<file path="config.mk">
export PLATFORM = sky130hd
export DESIGN_NAME = hotkey_chord_sequence_detector
export DESIGN_NICKNAME = d
export VERILOG_FILES = /design/src/hcsd_pkg.sv /design/src/hotkey_chord_sequence_detector.sv
export SDC_FILE = /design/constraint.sdc
export NUM_CORES = 2
export LEC_CHECK = 0
export ABC_AREA = 1
export BUFFER_PORTS_ARGS = -buffer_cell sky130_fd_sc_hd__clkbuf_2
export CORE_AREA = 5 5 461 463
export CTS_CLUSTER_DIAMETER = 150
export DETAILED_ROUTE_END_ITERATION = 10
export DIE_AREA = 0 0 466 468
export PLACE_DENSITY = 0.7
export SLEW_MARGIN = 20
export SYNTH_ARGS = -nofsm -noshare
export SYNTH_HDL_FRONTEND = slang
export SYNTH_SLANG_ARGS = --single-unit
</file>
<file path="constraint.sdc">
create_clock -name clk -period 5 [get_ports clk]
set_clock_uncertainty 0.2 [all_clocks]
set_input_delay 0.25 -clock clk [delete_from_list [all_inputs] [get_ports clk]]
set_output_delay 0.25 -clock clk [all_outputs]
set_load 0.05 [all_outputs]
</file>
<file path="src/hcsd_pkg.sv">
// ----------------------------------------------------------------------------
// Hotkey detector package
// Shared codes, constants and widths.
// ----------------------------------------------------------------------------
`default_nettype none
package hcsd_pkg;
  localparam int BUTTONS_DEF     = 64;
  localparam int CHORD_SLOTS_DEF = 16;
  localparam int SEQ_SLOTS_DEF   = 16;
  localparam int SEQ_MAX_LEN_DEF = 8;
  localparam logic [15:0] MAX_WINDOW_RST = 16'd1000;

  localparam logic [2:0] CMD_PRESS  = 3'd0;
  localparam logic [2:0] CMD_ADD    = 3'd1;
  localparam logic [2:0] CMD_REMOVE = 3'd2;
  localparam logic [2:0] CMD_CLEAR  = 3'd3;
  localparam logic [2:0] CMD_RESET  = 3'd4;

  localparam logic [1:0] ST_NONE = 2'd0;
  localparam logic [1:0] ST_HIT  = 2'd1;
  localparam logic [1:0] ST_OK   = 2'd2;
  localparam logic [1:0] ST_REJ  = 2'd3;
endpackage
`default_nettype wire

</file>
<file path="src/hotkey_chord_sequence_detector.sv">
// A result strobe follows the request's dispatch state and, for a press, its table scans:
//   the chord table, the sequence table for a child (twice on a restart from the root)
//   and the sequence table for a full match, one slot at a time.
// One request at a time; busy is high from acceptance until the strobe cycle,
//   in which the next request may be accepted. Synchronous active-high reset clears key
//   state, used bits and the prefix; table payload memories are not cleared.
`default_nettype none
module hotkey_chord_sequence_detector #(
  parameter int BUTTONS     = hcsd_pkg::BUTTONS_DEF,
  parameter int CHORD_SLOTS = hcsd_pkg::CHORD_SLOTS_DEF,
  parameter int SEQ_SLOTS   = hcsd_pkg::SEQ_SLOTS_DEF,
  parameter int SEQ_MAX_LEN = hcsd_pkg::SEQ_MAX_LEN_DEF
) (
  input  wire logic        clk,
  input  wire logic        rst,
  input  wire logic        start,
  output logic             busy,
  input  wire logic [2:0]  cmd,
  input  wire logic [5:0]  button,
  input  wire logic [7:0]  binding_id,
  input  wire logic        kind,
  input  wire logic        last,
  input  wire logic [31:0] press_time,
  input  wire logic        cfg_valid,
  output logic             cfg_ready,
  input  wire logic [15:0] cfg_data,
  output logic             done,
  output logic [1:0]       status,
  output logic [7:0]       hit_id,
  output logic             hit_kind
);
  import hcsd_pkg::*;

  localparam int CW = (CHORD_SLOTS > 1) ? $clog2(CHORD_SLOTS) : 1;
  localparam int SW = (SEQ_SLOTS > 1) ? $clog2(SEQ_SLOTS) : 1;
  localparam int LW = $clog2(SEQ_MAX_LEN + 1);
  localparam int KW = 6 * SEQ_MAX_LEN;
  localparam int CCW = $clog2(CHORD_SLOTS + 1);

  typedef enum logic [3:0] {
    S_IDLE, S_DISPATCH, S_CHORD, S_CHILD, S_WIN, S_FULL, S_CCOMMIT,
    S_SCOMMIT, S_REM, S_SHIFT, S_DONE
  } state_t;

  state_t state;

  // registered request
  logic [2:0]  r_cmd;
  logic [5:0]  r_button;
  logic [7:0]  r_id;
  logic        r_kind, r_last;
  logic [31:0] r_time;

  logic [15:0] max_window;
  logic [BUTTONS-1:0] key_down;
  logic [KW-1:0] prefix_keys;
  logic [LW-1:0] prefix_len;
  logic [31:0] window_start;
  logic [BUTTONS-1:0] pending_keys;
  logic [KW-1:0] pend_list;
  logic [LW-1:0] pend_count;
  logic pend_over, pend_bad;

  // chord memory: mask and owner, compacted; count of live entries
  logic [BUTTONS-1:0] chord_mask [CHORD_SLOTS];
  logic [7:0]         chord_owner[CHORD_SLOTS];
  logic [CCW-1:0]     chord_cnt;
  logic [CW-1:0]      c_raddr;
  logic [BUTTONS-1:0] c_rmask;
  logic [7:0]         c_rowner;
  logic               c_we;
  logic [CW-1:0]      c_waddr;
  logic [BUTTONS-1:0] c_wmask;
  logic [7:0]         c_wowner;

  // sequence memory
  logic [KW-1:0]  seq_keys [SEQ_SLOTS];
  logic [LW-1:0]  seq_len  [SEQ_SLOTS];
  logic [7:0]     seq_owner[SEQ_SLOTS];
  logic [SEQ_SLOTS-1:0] seq_used;
  logic [SW-1:0]  s_raddr;
  logic [KW-1:0]  s_rkeys;
  logic [LW-1:0]  s_rlen;
  logic [7:0]     s_rowner;
  logic           s_we;
  logic [SW-1:0]  s_waddr;
  logic [KW-1:0]  s_wkeys;
  logic [LW-1:0]  s_wlen;
  logic [7:0]     s_wowner;

  always_ff @(posedge clk) begin
    c_rmask  <= chord_mask[c_raddr];
    c_rowner <= chord_owner[c_raddr];
    if (c_we) begin
      chord_mask[c_waddr]  <= c_wmask;
      chord_owner[c_waddr] <= c_wowner;
    end
  end

  always_ff @(posedge clk) begin
    s_rkeys  <= seq_keys[s_raddr];
    s_rlen   <= seq_len[s_raddr];
    s_rowner <= seq_owner[s_raddr];
    if (s_we) begin
      seq_keys[s_waddr]  <= s_wkeys;
      seq_len[s_waddr]   <= s_wlen;
      seq_owner[s_waddr] <= s_wowner;
    end
  end

  // scan counter: address issued; rd_ok marks that data of idx-1 is valid
  logic [6:0] idx;
  logic       rd_ok;
  logic [SW-1:0] s_prev;
  logic found;          // child found / match found
  logic pass2;          // child search after restart from root
  logic [SW-1:0] free_slot;
  logic free_ok;

  assign c_raddr = idx[CW-1:0];
  assign s_raddr = idx[SW-1:0];
  assign s_prev  = SW'(idx - 7'd1);

  // per-entry comparisons on the registered read data
  logic pfx_match, child_hit, full_hit, reg_clash;
  logic [LW-1:0] mlen;
  always_comb begin
    pfx_match = 1'b1;
    for (int i = 0; i < SEQ_MAX_LEN; i++)
      if (LW'(i) < prefix_len && s_rkeys[6*i +: 6] != prefix_keys[6*i +: 6])
        pfx_match = 1'b0;
    child_hit = 1'b0;
    for (int i = 0; i < SEQ_MAX_LEN; i++)
      if (LW'(i) == prefix_len && s_rkeys[6*i +: 6] == r_button)
        child_hit = 1'b1;
    child_hit = child_hit && pfx_match && (s_rlen > prefix_len)
                && seq_used[s_prev];
    full_hit = seq_used[s_prev] && pfx_match && (s_rlen == prefix_len);
    mlen = (s_rlen < pend_count) ? s_rlen : pend_count;
    reg_clash = 1'b1;
    for (int i = 0; i < SEQ_MAX_LEN; i++)
      if (LW'(i) < mlen && s_rkeys[6*i +: 6] != pend_list[6*i +: 6])
        reg_clash = 1'b0;
  end

  logic chord_full_hit;
  assign chord_full_hit = ((c_rmask & ~key_down) == '0);
  logic [31:0] elapsed;
  assign elapsed = r_time - window_start;

  // commit end: the commit state finishes this cycle, pending list is dropped
  logic commit_end;
  always_comb begin
    commit_end = 1'b0;
    if (state == S_CCOMMIT)
      commit_end = (rd_ok && c_rowner == r_id) || pend_bad ||
                   7'(idx) >= 7'(chord_cnt);
    else if (state == S_SCOMMIT)
      commit_end = pend_bad || pend_over || pend_count == '0 ||
                   (rd_ok && seq_used[s_prev] && (s_rowner == r_id || reg_clash)) ||
                   (idx == 7'(SEQ_SLOTS) && rd_ok);
  end

  assign busy = (state != S_IDLE);
  assign cfg_ready = (state == S_IDLE) && !start;

  always_ff @(posedge clk) begin
    if (rst) begin
      state <= S_IDLE;
      max_window <= MAX_WINDOW_RST;
      key_down <= '0;
      prefix_keys <= '0;
      prefix_len <= '0;
      window_start <= '0;
      pending_keys <= '0;
      pend_list <= '0;
      pend_count <= '0;
      pend_over <= 1'b0;
      pend_bad <= 1'b0;
      chord_cnt <= '0;
      seq_used <= '0;
      done <= 1'b0;
      status <= ST_NONE;
      hit_id <= '0;
      hit_kind <= 1'b0;
      idx <= '0;
      rd_ok <= 1'b0;
      found <= 1'b0;
      pass2 <= 1'b0;
      free_ok <= 1'b0;
      free_slot <= '0;
      c_we <= 1'b0;
      s_we <= 1'b0;
      c_waddr <= '0;
      c_wmask <= '0;
      c_wowner <= '0;
      s_waddr <= '0;
      s_wkeys <= '0;
      s_wlen <= '0;
      s_wowner <= '0;
      r_cmd <= '0; r_button <= '0; r_id <= '0; r_kind <= 1'b0;
      r_last <= 1'b0; r_time <= '0;
    end else begin
      done <= 1'b0;
      c_we <= 1'b0;
      s_we <= 1'b0;
      case (state)
        S_IDLE: begin
          if (cfg_valid && cfg_ready) max_window <= cfg_data;
          if (start) begin
            r_cmd <= cmd; r_button <= button; r_id <= binding_id;
            r_kind <= kind; r_last <= last; r_time <= press_time;
            state <= S_DISPATCH;
          end
        end
        S_DISPATCH: begin
          idx <= '0;
          rd_ok <= 1'b0;
          found <= 1'b0;
          pass2 <= 1'b0;
          free_ok <= 1'b0;
          hit_id <= '0;
          hit_kind <= 1'b0;
          case (r_cmd)
            CMD_PRESS: begin
              if (32'(r_button) >= BUTTONS) begin
                status <= ST_NONE;
                state <= S_DONE;
              end else begin
                key_down[r_button] <= 1'b1;
                state <= S_CHORD;
              end
            end
            CMD_ADD: begin
              if (32'(r_button) >= BUTTONS) pend_bad <= 1'b1;
              else pending_keys[r_button] <= 1'b1;
              if (pend_count < LW'(SEQ_MAX_LEN)) begin
                pend_list[6*pend_count +: 6] <= r_button;
                pend_count <= pend_count + 1'b1;
              end else begin
                pend_over <= 1'b1;
              end
              if (!r_last) begin
                status <= ST_OK;
                state <= S_DONE;
              end else begin
                state <= r_kind ? S_SCOMMIT : S_CCOMMIT;
              end
            end
            CMD_REMOVE: begin
              prefix_len <= '0;
              state <= S_REM;
            end
            CMD_CLEAR: begin
              chord_cnt <= '0;
              seq_used <= '0;
              pending_keys <= '0; pend_list <= '0; pend_count <= '0;
              pend_over <= 1'b0; pend_bad <= 1'b0;
              prefix_len <= '0;
              status <= ST_OK;
              state <= S_DONE;
            end
            CMD_RESET: begin
              key_down <= '0;
              prefix_len <= '0;
              status <= ST_OK;
              state <= S_DONE;
            end
            default: begin
              status <= ST_REJ;
              state <= S_DONE;
            end
          endcase
        end
        S_CHORD: begin
          // compacted: live entries are 0..chord_cnt-1
          if (rd_ok && chord_full_hit) begin
            prefix_len <= '0;
            status <= ST_HIT; hit_id <= c_rowner; hit_kind <= 1'b0;
            state <= S_DONE;
          end else if (7'(idx) >= 7'(chord_cnt)) begin
            idx <= '0; rd_ok <= 1'b0;
            state <= S_CHILD;
          end else begin
            idx <= idx + 7'd1;
            rd_ok <= 1'b1;
          end
        end
        S_CHILD: begin
          if (rd_ok && child_hit && prefix_len < LW'(SEQ_MAX_LEN)) found <= 1'b1;
          if (idx == 7'(SEQ_SLOTS) && rd_ok) begin
            idx <= '0; rd_ok <= 1'b0;
            if (found || (child_hit && prefix_len < LW'(SEQ_MAX_LEN))) begin
              if (pass2 || prefix_len == '0) window_start <= r_time;
              state <= S_WIN;
            end else if (!pass2) begin
              prefix_len <= '0;
              pass2 <= 1'b1;
              found <= 1'b0;
            end else begin
              status <= ST_NONE;
              state <= S_DONE;
            end
          end else begin
            idx <= idx + 7'd1;
            rd_ok <= 1'b1;
          end
        end
        S_WIN: begin
          if (elapsed > 32'(max_window)) begin
            prefix_len <= '0;
            status <= ST_NONE;
            state <= S_DONE;
          end else begin
            prefix_keys[6*prefix_len +: 6] <= r_button;
            prefix_len <= prefix_len + 1'b1;
            idx <= '0; rd_ok <= 1'b0;
            state <= S_FULL;
          end
        end
        S_FULL: begin
          if (rd_ok && full_hit) begin
            prefix_len <= '0;
            status <= ST_HIT; hit_id <= s_rowner; hit_kind <= 1'b1;
            state <= S_DONE;
          end else if (idx == 7'(SEQ_SLOTS) && rd_ok) begin
            status <= ST_NONE;
            state <= S_DONE;
          end else begin
            idx <= idx + 7'd1;
            rd_ok <= 1'b1;
          end
        end
        S_CCOMMIT: begin
          if (rd_ok && c_rowner == r_id) begin
            status <= ST_REJ;
            state <= S_DONE;
          end else if (pend_bad || 7'(idx) >= 7'(chord_cnt)) begin
            if (pend_bad || chord_cnt == CCW'(CHORD_SLOTS)) begin
              status <= ST_REJ;
            end else begin
              c_we <= 1'b1;
              c_waddr <= CW'(chord_cnt);
              c_wmask <= pending_keys;
              c_wowner <= r_id;
              chord_cnt <= chord_cnt + 1'b1;
              status <= ST_OK;
            end
            state <= S_DONE;
          end else begin
            idx <= idx + 7'd1;
            rd_ok <= 1'b1;
          end
        end
        S_SCOMMIT: begin
          if (rd_ok && !seq_used[s_prev] && !free_ok) begin
            free_ok <= 1'b1; free_slot <= s_prev;
          end
          if (pend_bad || pend_over || pend_count == '0 ||
              (rd_ok && seq_used[s_prev] && (s_rowner == r_id || reg_clash))) begin
            status <= ST_REJ;
            state <= S_DONE;
          end else if (idx == 7'(SEQ_SLOTS) && rd_ok) begin
            if (free_ok || !seq_used[s_prev]) begin
              // write data held here, the pending list is dropped this edge
              s_we <= 1'b1;
              s_waddr <= free_ok ? free_slot : s_prev;
              s_wkeys <= pend_list;
              s_wlen <= pend_count;
              s_wowner <= r_id;
              seq_used[free_ok ? free_slot : s_prev] <= 1'b1;
              status <= ST_OK;
            end else begin
              status <= ST_REJ;
            end
            state <= S_DONE;
          end else begin
            idx <= idx + 7'd1;
            rd_ok <= 1'b1;
          end
        end
        S_REM: begin
          if (!r_kind) begin
            if (rd_ok && c_rowner == r_id) begin
              // read of the entry after the hole is already issued
              idx <= idx + 7'd1;
              state <= S_SHIFT;
            end else if (7'(idx) >= 7'(chord_cnt)) begin
              status <= ST_REJ; state <= S_DONE;
            end else begin
              idx <= idx + 7'd1; rd_ok <= 1'b1;
            end
          end else begin
            if (rd_ok && seq_used[s_prev] && s_rowner == r_id) begin
              seq_used[s_prev] <= 1'b0;
              status <= ST_OK; state <= S_DONE;
            end else if (idx == 7'(SEQ_SLOTS) && rd_ok) begin
              status <= ST_REJ; state <= S_DONE;
            end else begin
              idx <= idx + 7'd1; rd_ok <= 1'b1;
            end
          end
        end
        S_SHIFT: begin
          // read data holds entry idx-1; move it down into idx-2
          if (7'(idx) > 7'(chord_cnt)) begin
            chord_cnt <= chord_cnt - 1'b1;
            status <= ST_OK; state <= S_DONE;
          end else begin
            c_we <= 1'b1;
            c_waddr <= CW'(idx - 7'd2);
            c_wmask <= c_rmask;
            c_wowner <= c_rowner;
            idx <= idx + 7'd1;
          end
        end
        S_DONE: begin
          done <= 1'b1;
          state <= S_IDLE;
        end
        default: state <= S_IDLE;
      endcase
      if (commit_end) begin
        pending_keys <= '0; pend_list <= '0; pend_count <= '0;
        pend_over <= 1'b0; pend_bad <= 1'b0;
      end
    end
  end
endmodule
`default_nettype wire

</file>
== Word-level counts from Yosys, hierarchy flattened ==
Memories as Yosys holds them, arrays and structs flattened. A register that Yosys moved wholly into a read port is not among the register bits.
Cells that the tools add are included.

* Memories kept: 5
* Logic and storage cells: 466
* Input bits: 71
* Register bits: 526
* Memory bits (writable): 2112

* Shifts and indexed selects: 4
* Eq/ne operators: 91
* Order comparisons: 29
* Multiplexer cells: 177
* Bitwise operators: 11
* Reductions and logical operators: 100
* Multiply operators: 2
* $add $sub $neg: 10

{| class="wikitable"
|+ Memories
! name !! depth !! width !! read ports !! clocked after memory_dff !! write ports !! RTL line !! text
|-
| chord_mask || 16 || 64 || 1 || 1 || 1 || hotkey_chord_sequence_detector.sv:65 || <nowiki>logic [BUTTONS-1:0] chord_mask [CHORD_SLOTS];</nowiki>
|-
| seq_keys || 16 || 48 || 1 || 1 || 1 || hotkey_chord_sequence_detector.sv:77 || <nowiki>logic [KW-1:0] seq_keys [SEQ_SLOTS];</nowiki>
|-
| chord_owner || 16 || 8 || 1 || 1 || 1 || hotkey_chord_sequence_detector.sv:66 || <nowiki>logic [7:0] chord_owner[CHORD_SLOTS];</nowiki>
|-
| seq_owner || 16 || 8 || 1 || 1 || 1 || hotkey_chord_sequence_detector.sv:79 || <nowiki>logic [7:0] seq_owner[SEQ_SLOTS];</nowiki>
|-
| seq_len || 16 || 4 || 1 || 1 || 1 || hotkey_chord_sequence_detector.sv:78 || <nowiki>logic [LW-1:0] seq_len [SEQ_SLOTS];</nowiki>
|}

{| class="wikitable"
|+ Operator list
! operator !! count
|-
| $pmux W64 S2 || 3
|-
| $mux W64 || 4
|-
| $or A64 B64 Y64 || 2
|-
| $mux W4 || 31
|-
| $bwmux W48 || 2
|-
| $mux W16 || 6
|-
| $ne A6 B6 Y1 || 16
|-
| $pmux W48 S2 || 1
|-
| $shift A6 B34 Y48 const A || 2
|-
| $shiftx A6 B34 Y48 || 2
|-
| $mux W7 || 13
|-
| $neg A7 Y34 || 2
|-
| $and A64 B64 Y64 || 1
|-
| $logic_not A64 Y1 || 1
|-
| $mux W1 || 64
|-
| $not A64 Y64 || 1
|-
| $pmux W7 S9 || 1
|-
| $eq A6 B6 Y1 || 8
|-
| $mux W48 || 1
|-
| $mux W8 || 6
|-
| $pmux W16 S3 || 1
|-
| $logic_and A1 B1 Y1 || 46
|-
| $ne A2 B2 Y1 const B || 23
|-
| $pmux W4 S10 || 1
|-
| other kinds (80) || 186
|}

== Depth between registers and ports, before layout ==
* Depth after elaboration: 20
* Depth in mapped cells: 28
* Depth with buffers taken out: 27

== Worst setup path after synthesis ==
No wires, ideal clock.

* Path kind: register to register
* Start: register c_waddr[0]
* End: memory chord_mask[13][0] in the netlist's numbering (enable)
* Setup time: 0.502 ns
* Required time: 4.298 ns
* Stages on the path, launching flop included: 5
* Path slack: 0.724 ns
* Period minus slack after synthesis: 4.276 ns
* Data arrival time: 3.573 ns
* Path through: dfxtp_1 -> inv_1 -> nor2_1 -> nand2_1 -> nor2_1

{| class="wikitable"
|+ RTL lines
! element !! RTL line !! text
|-
| start: declaration || hotkey_chord_sequence_detector.sv:72 || <nowiki>logic [CW-1:0] c_waddr;</nowiki>
|-
| start signal: assignment || hotkey_chord_sequence_detector.sv:343 || <nowiki>c_waddr <= CW'(chord_cnt);</nowiki>
|-
| start signal: assignment || hotkey_chord_sequence_detector.sv:411 || <nowiki>c_waddr <= CW'(idx - 7'd2);</nowiki>
|-
| end: declaration || hotkey_chord_sequence_detector.sv:65 ||
|}

Straight into the memory's write port.

== Final worst setup path ==
* Start: register pend_count[0]
* End: register pend_list[26]

* Word-level cells in the longest chain between the ends: 19
* Elaborated cells on any way between the ends: 45
* Classes of those cells: 1 x add/sub; 1 x mul; 10 x order compare; 1 x eq/ne; 2 x shift; 14 x mux; 16 x reduce/logical

{| class="wikitable"
|+ Ends and longest elaborated chain
! element !! RTL line !! text
|-
| start: declaration || hotkey_chord_sequence_detector.sv:61 || <nowiki>logic [LW-1:0] pend_count;</nowiki>
|-
| start signal: assignment || hotkey_chord_sequence_detector.sv:239 || <nowiki>pend_count <= pend_count + 1'b1;</nowiki>
|-
| parallel branches: the longest is 19 deep, another holds $neg A7 Y34 || n/a ||
|-
| end signal: indexed assignment || hotkey_chord_sequence_detector.sv:238 || <nowiki>pend_list[6*pend_count +: 6] <= r_button;</nowiki>
|-
| end: declaration || hotkey_chord_sequence_detector.sv:60 || <nowiki>logic [KW-1:0] pend_list;</nowiki>
|}

Parallel ways; which one is timed is not known. The select of a mux whose other input is x is not followed.
A chain may end at the register's enable or synchronous reset.

==> flow_summary_export.csv <==
group,metric,value,unit
pwr,finalPower,63.01,mW
sta,setup_tns,0,ns
setup_path,worstPathMaxFanout,13,
setup_path,critPathLaunch,"pend_count[0]",
route,wire_per_inst,25.12,um
cells_and_area,leading_cell_type_in_the_layout_fill_and_taps_excluded,"edfxtp_1",
pwr,internal_power,42.71,mW
floorplan,top_level_ports,85,
global_routing,wire_length_of_the_first_global_routing_pass,509900,um
pwr,p_seq_frac,0.428,
setup_path,crit_path_top_delay_cell,"dfxtp_1",
sta,tightestPinTransition,1.213,ns
route,route.antenna.remaining_nets,0,
cells_and_area,layout_common_cells,"edfxtp_1, nor2_1, o21ai_0, nand2_1, dfxtp_1",
setup_path,worst_ep_arrival_time,5.31,ns
sta,report.final.hold_viol_count,0,
clock_tree,cts-root-to-sink-buffers,4,
global_routing,gr-total-overflow,0,
sta,setup-violations-final,0,
worst_hold_path,worst_min_delay_path_category,"in -> reg",
yosys,post_synth_instance_area,113600,um2
setup_path,cp_endpoint_kind,"register",
floorplan,dieHeight,468,um
global_routing,grt_use_met2,0.4696,
yosys,syn-mean-instance-area,10.69,um2
clock_tree,clk_sink_count,2770,
route,vias_post_dr,85280,
yosys,synth.area.top_cells,"edfxtp_1, dfxtp_1, o21ai_0",
yosys,synth_sequential_area_ratio,0.6742,
floorplan,num_rows,168,
setup_path,critPathLaunchType,"register",
worst_hold_path,min_from,"press_time[23]",
yosys,netlist-cell-type-count,57,
clock_tree,clock_latency,0.96,ns
global_routing,met1_usage,0.4412,
sta,final.period_utilization,0.9467,
setup_path,critPathMaxStageDelay,0.68,ns
yosys,synth_top_area_cell,"edfxtp_1",
floorplan,placeableCoreArea,208300,um2
route,drt_pass1_iterations,7,
yosys,yosys_register_bits,2770,
status,outcome,"completed",
clock_tree,clkSlewWorstSetupHoldPaths,0.06,ns
route,avgViaCountPerCell,6.227,
pwr,sw_frac_of_total,0.3222,
sta,slew-limit-headroom,0.1892,
global_routing,largest_net_degree_at_the_start_of_global_routing,224,
global_routing,globalRouteTotalUtil,0.3081,
yosys,synth_warnings,0,
sta,period_needed,4.733,ns
clock_tree,clock-root-buffer,"clkbuf_16",
setup_path,critical-path-top-delay-family,"simple AND/OR/NAND/NOR gates",
cells_and_area,layout.nets,10830,
yosys,number_of_enable_type_register_cells_in_the_synthesized_netlist,2112,
flow_run,maxCapViolations,0,
sta,grt_setup_unrepaired,"no",
placement,place.gp.congestion,0.9535,
global_routing,gr-usage-met3,0.05630,
cells_and_area,layout_cell_share_with_drive_strength_beyond_1,0.07396,
sta,hold-worst-slack,0.06284,ns
placement,place.detailed.hpwl,191400,um
cells_and_area,syn_to_final_growth,12.83,%
yosys,synth-main-ff-cell,"edfxtp_1",
clock_tree,cts_inserted_buffers,295,
global_routing,grt_antenna_before_repair,15,
pwr,share_clk_of_total_power,0.346,
pwr,power.density,491.6,nW/um2
setup_path,r2r_start,"pend_count[0]",
clock_tree,htree_num_levels,5,
pwr,power_switching,20.30,mW
global_routing,grt-busiest-layer,"met2",
sta,report.final.slew_viol_count,0,
floorplan,fp.dieArea,218100,um2
clock_tree,tritoncts,"built",
floorplan,initial_core_util,0.5453,
pwr,ir_worst_vdd,415.7,uV
setup_path,timing.critical_path.required,5.58,ns
route,first_iter_violations,11610,
setup_path,timing_worst_setup_path_type,"reg -> reg",
yosys,synthDominantCellAreaShare,0.5583,
route,drc_viols,0,
placement,number_of_buffers_inserted_by_port_buffering,84,
yosys,post_synth_inst_count,10620,
setup_path,cp.buffers_inverters,4,
floorplan,dieWidth,466,um
pwr,p_leak,45.28,nW
global_routing,grt_pass1_vias,81010,
yosys,postSynth.asyncResetShare,0,
sta,fmax,0.2113,GHz
route,drt-total-wl,344000,um
setup_path,cp_cell_sequence,"inv_2, ha_1, nor2_4, inv_1, nor2_1, nand2_1, nor2_1, ha_1, inv_1, nor2_1, inv_1, nor2_2, nand3_1, nand2_1, nand2_1, o21ai_1, a21oi_1",
yosys,syn_nets,10790,
clock_tree,post-cts-setup-buffer-count,0,
pwr,power.share.combinational,0.226,
-- synth_stat cells (all sizes together), types with 6 or more instances --
library cell / count
nand3: 443
a21oi: 470
clkbuf: 550
inv: 659
xnor2: 14
edfxtp: 2112
o22ai: 371
nand4: 115
or2: 9
nor2: 1639
xor2: 51
ha: 92
a211oi: 9
nor3: 52
buf: 87
o221ai: 191
a31oi: 83
o21ai: 1460
nor4: 21
o21bai: 8
nand2: 1403
nand3b: 9
o2111ai: 6
o211ai: 80
dfxtp: 658
-- layout make-up --
| cell class | count | area, um2 |
|---|---|---|
| diodes | 7 | 17.52 |
| fillers | 16120 | 80140 |
| inverters | 662 | 2519 |
| flip-flops and latches | 2770 | 76610 |
| multi-input cells | 6555 | 32300 |
| clock buffers | 415 | 8522 |
| well taps | 2805 | 3510 |
| clock inverters | 103 | 1127 |
| repair buffers | 379 | 3573 |
-- power groups by stage --
| stage | Combinational (mW) | Clock [mW] | Sequential (mW) |
|---|---|---|---|
| floorplan | 9.45 | 0 | 26.6 |
| global placement | 13.5 | 0 | 27.3 |
| finish | 14.3 | 21.8 | 26.9 |
| CTS | 13.9 | 22.0 | 26.9 |
| detailed placement | 13.7 | 0 | 27.3 |
| global route | 15.6 | 23.0 | 27.0 |
-- path summary, 6_finish.rpt --
check,slack [ns],endpoint,cells after the start
worst min register to register,0.26,key_down[54],2
worst max register to register,0.27,pend_list[26],17
worst min-delay path,0.06,r_time[23],4
worst max-delay path,0.27,pend_list[26],17
-- routing by layer --
layer  routed length, um  vias up
met2              153300     4891
met3               36770      893
met5                  41        -
met1              139400    41750
li1                    -    37750
met4               14490        6
-- per-stage QoR --
stage / setup slack [ns] / utilization / cells / cell area [um2]
finish: 0.2667 / 0.6153 / 13700 / 128200
global route: 0.03157 / 0.6153 / 13700 / 128200
CTS: 0.3178 / 0.6151 / 13690 / 128100
detailed placement: 0.3564 / 0.5634 / 13060 / 117400
global placement: 0.2610 / 0.5628 / 13050 / 117200
floorplan: 0.7244 / - / 10620 / 113600
-- registers in the layout, summed over array words and instances, names as in the netlist, 48 cells and up --
name and count:
chord_mask 1024, seq_keys 768, chord_owner 128, seq_owner 128, c_rmask 64, c_wmask 64, key_down 64, pending_keys 64
seq_len 64, pend_list 48, prefix_keys 48, s_rkeys 48, s_wkeys 48
-- worst reg2reg max path: stages (launching register included) --
cell and delay, ns:
dfxtp_1 0.68, inv_2 0.27, ha_1 0.50, nor2_4 0.23, inv_1 0.15, nor2_1 0.12
nand2_1 0.08, nor2_1 0.15, ha_1 0.26, inv_1 0.16, nor2_1 0.22, inv_1 0.09
nor2_2 0.34, nand3_1 0.24, nand2_1 0.12, nand2_1 0.23, o21ai_1 0.50, a21oi_1 0.07
-- cells by family after synthesis --
| family | after synthesis | share of synthesized area |
|---|---|---|
| mux | 1 | 0.00009912 |
| flops | 2770 | 0.6742 |
| buf+inv | 1299 | 0.04422 |
| fa+ha+maj | 96 | 0.01084 |
| simple gates | 3696 | 0.1323 |
| xor+xnor | 65 | 0.005177 |
| compound gates | 2697 | 0.1331 |
-- what timing repair did --
| action | 4_1_cts | 5_1_grt |
|---|---|---|
| gates resized for setup | 0 | 2 |
| endpoints found under the hold margin | 88 | 0 |
| hold buffers | 113 | 0 |
| setup endpoints to repair | 0 | 2 |
Note: power is estimated with default switching activity, not from simulation.
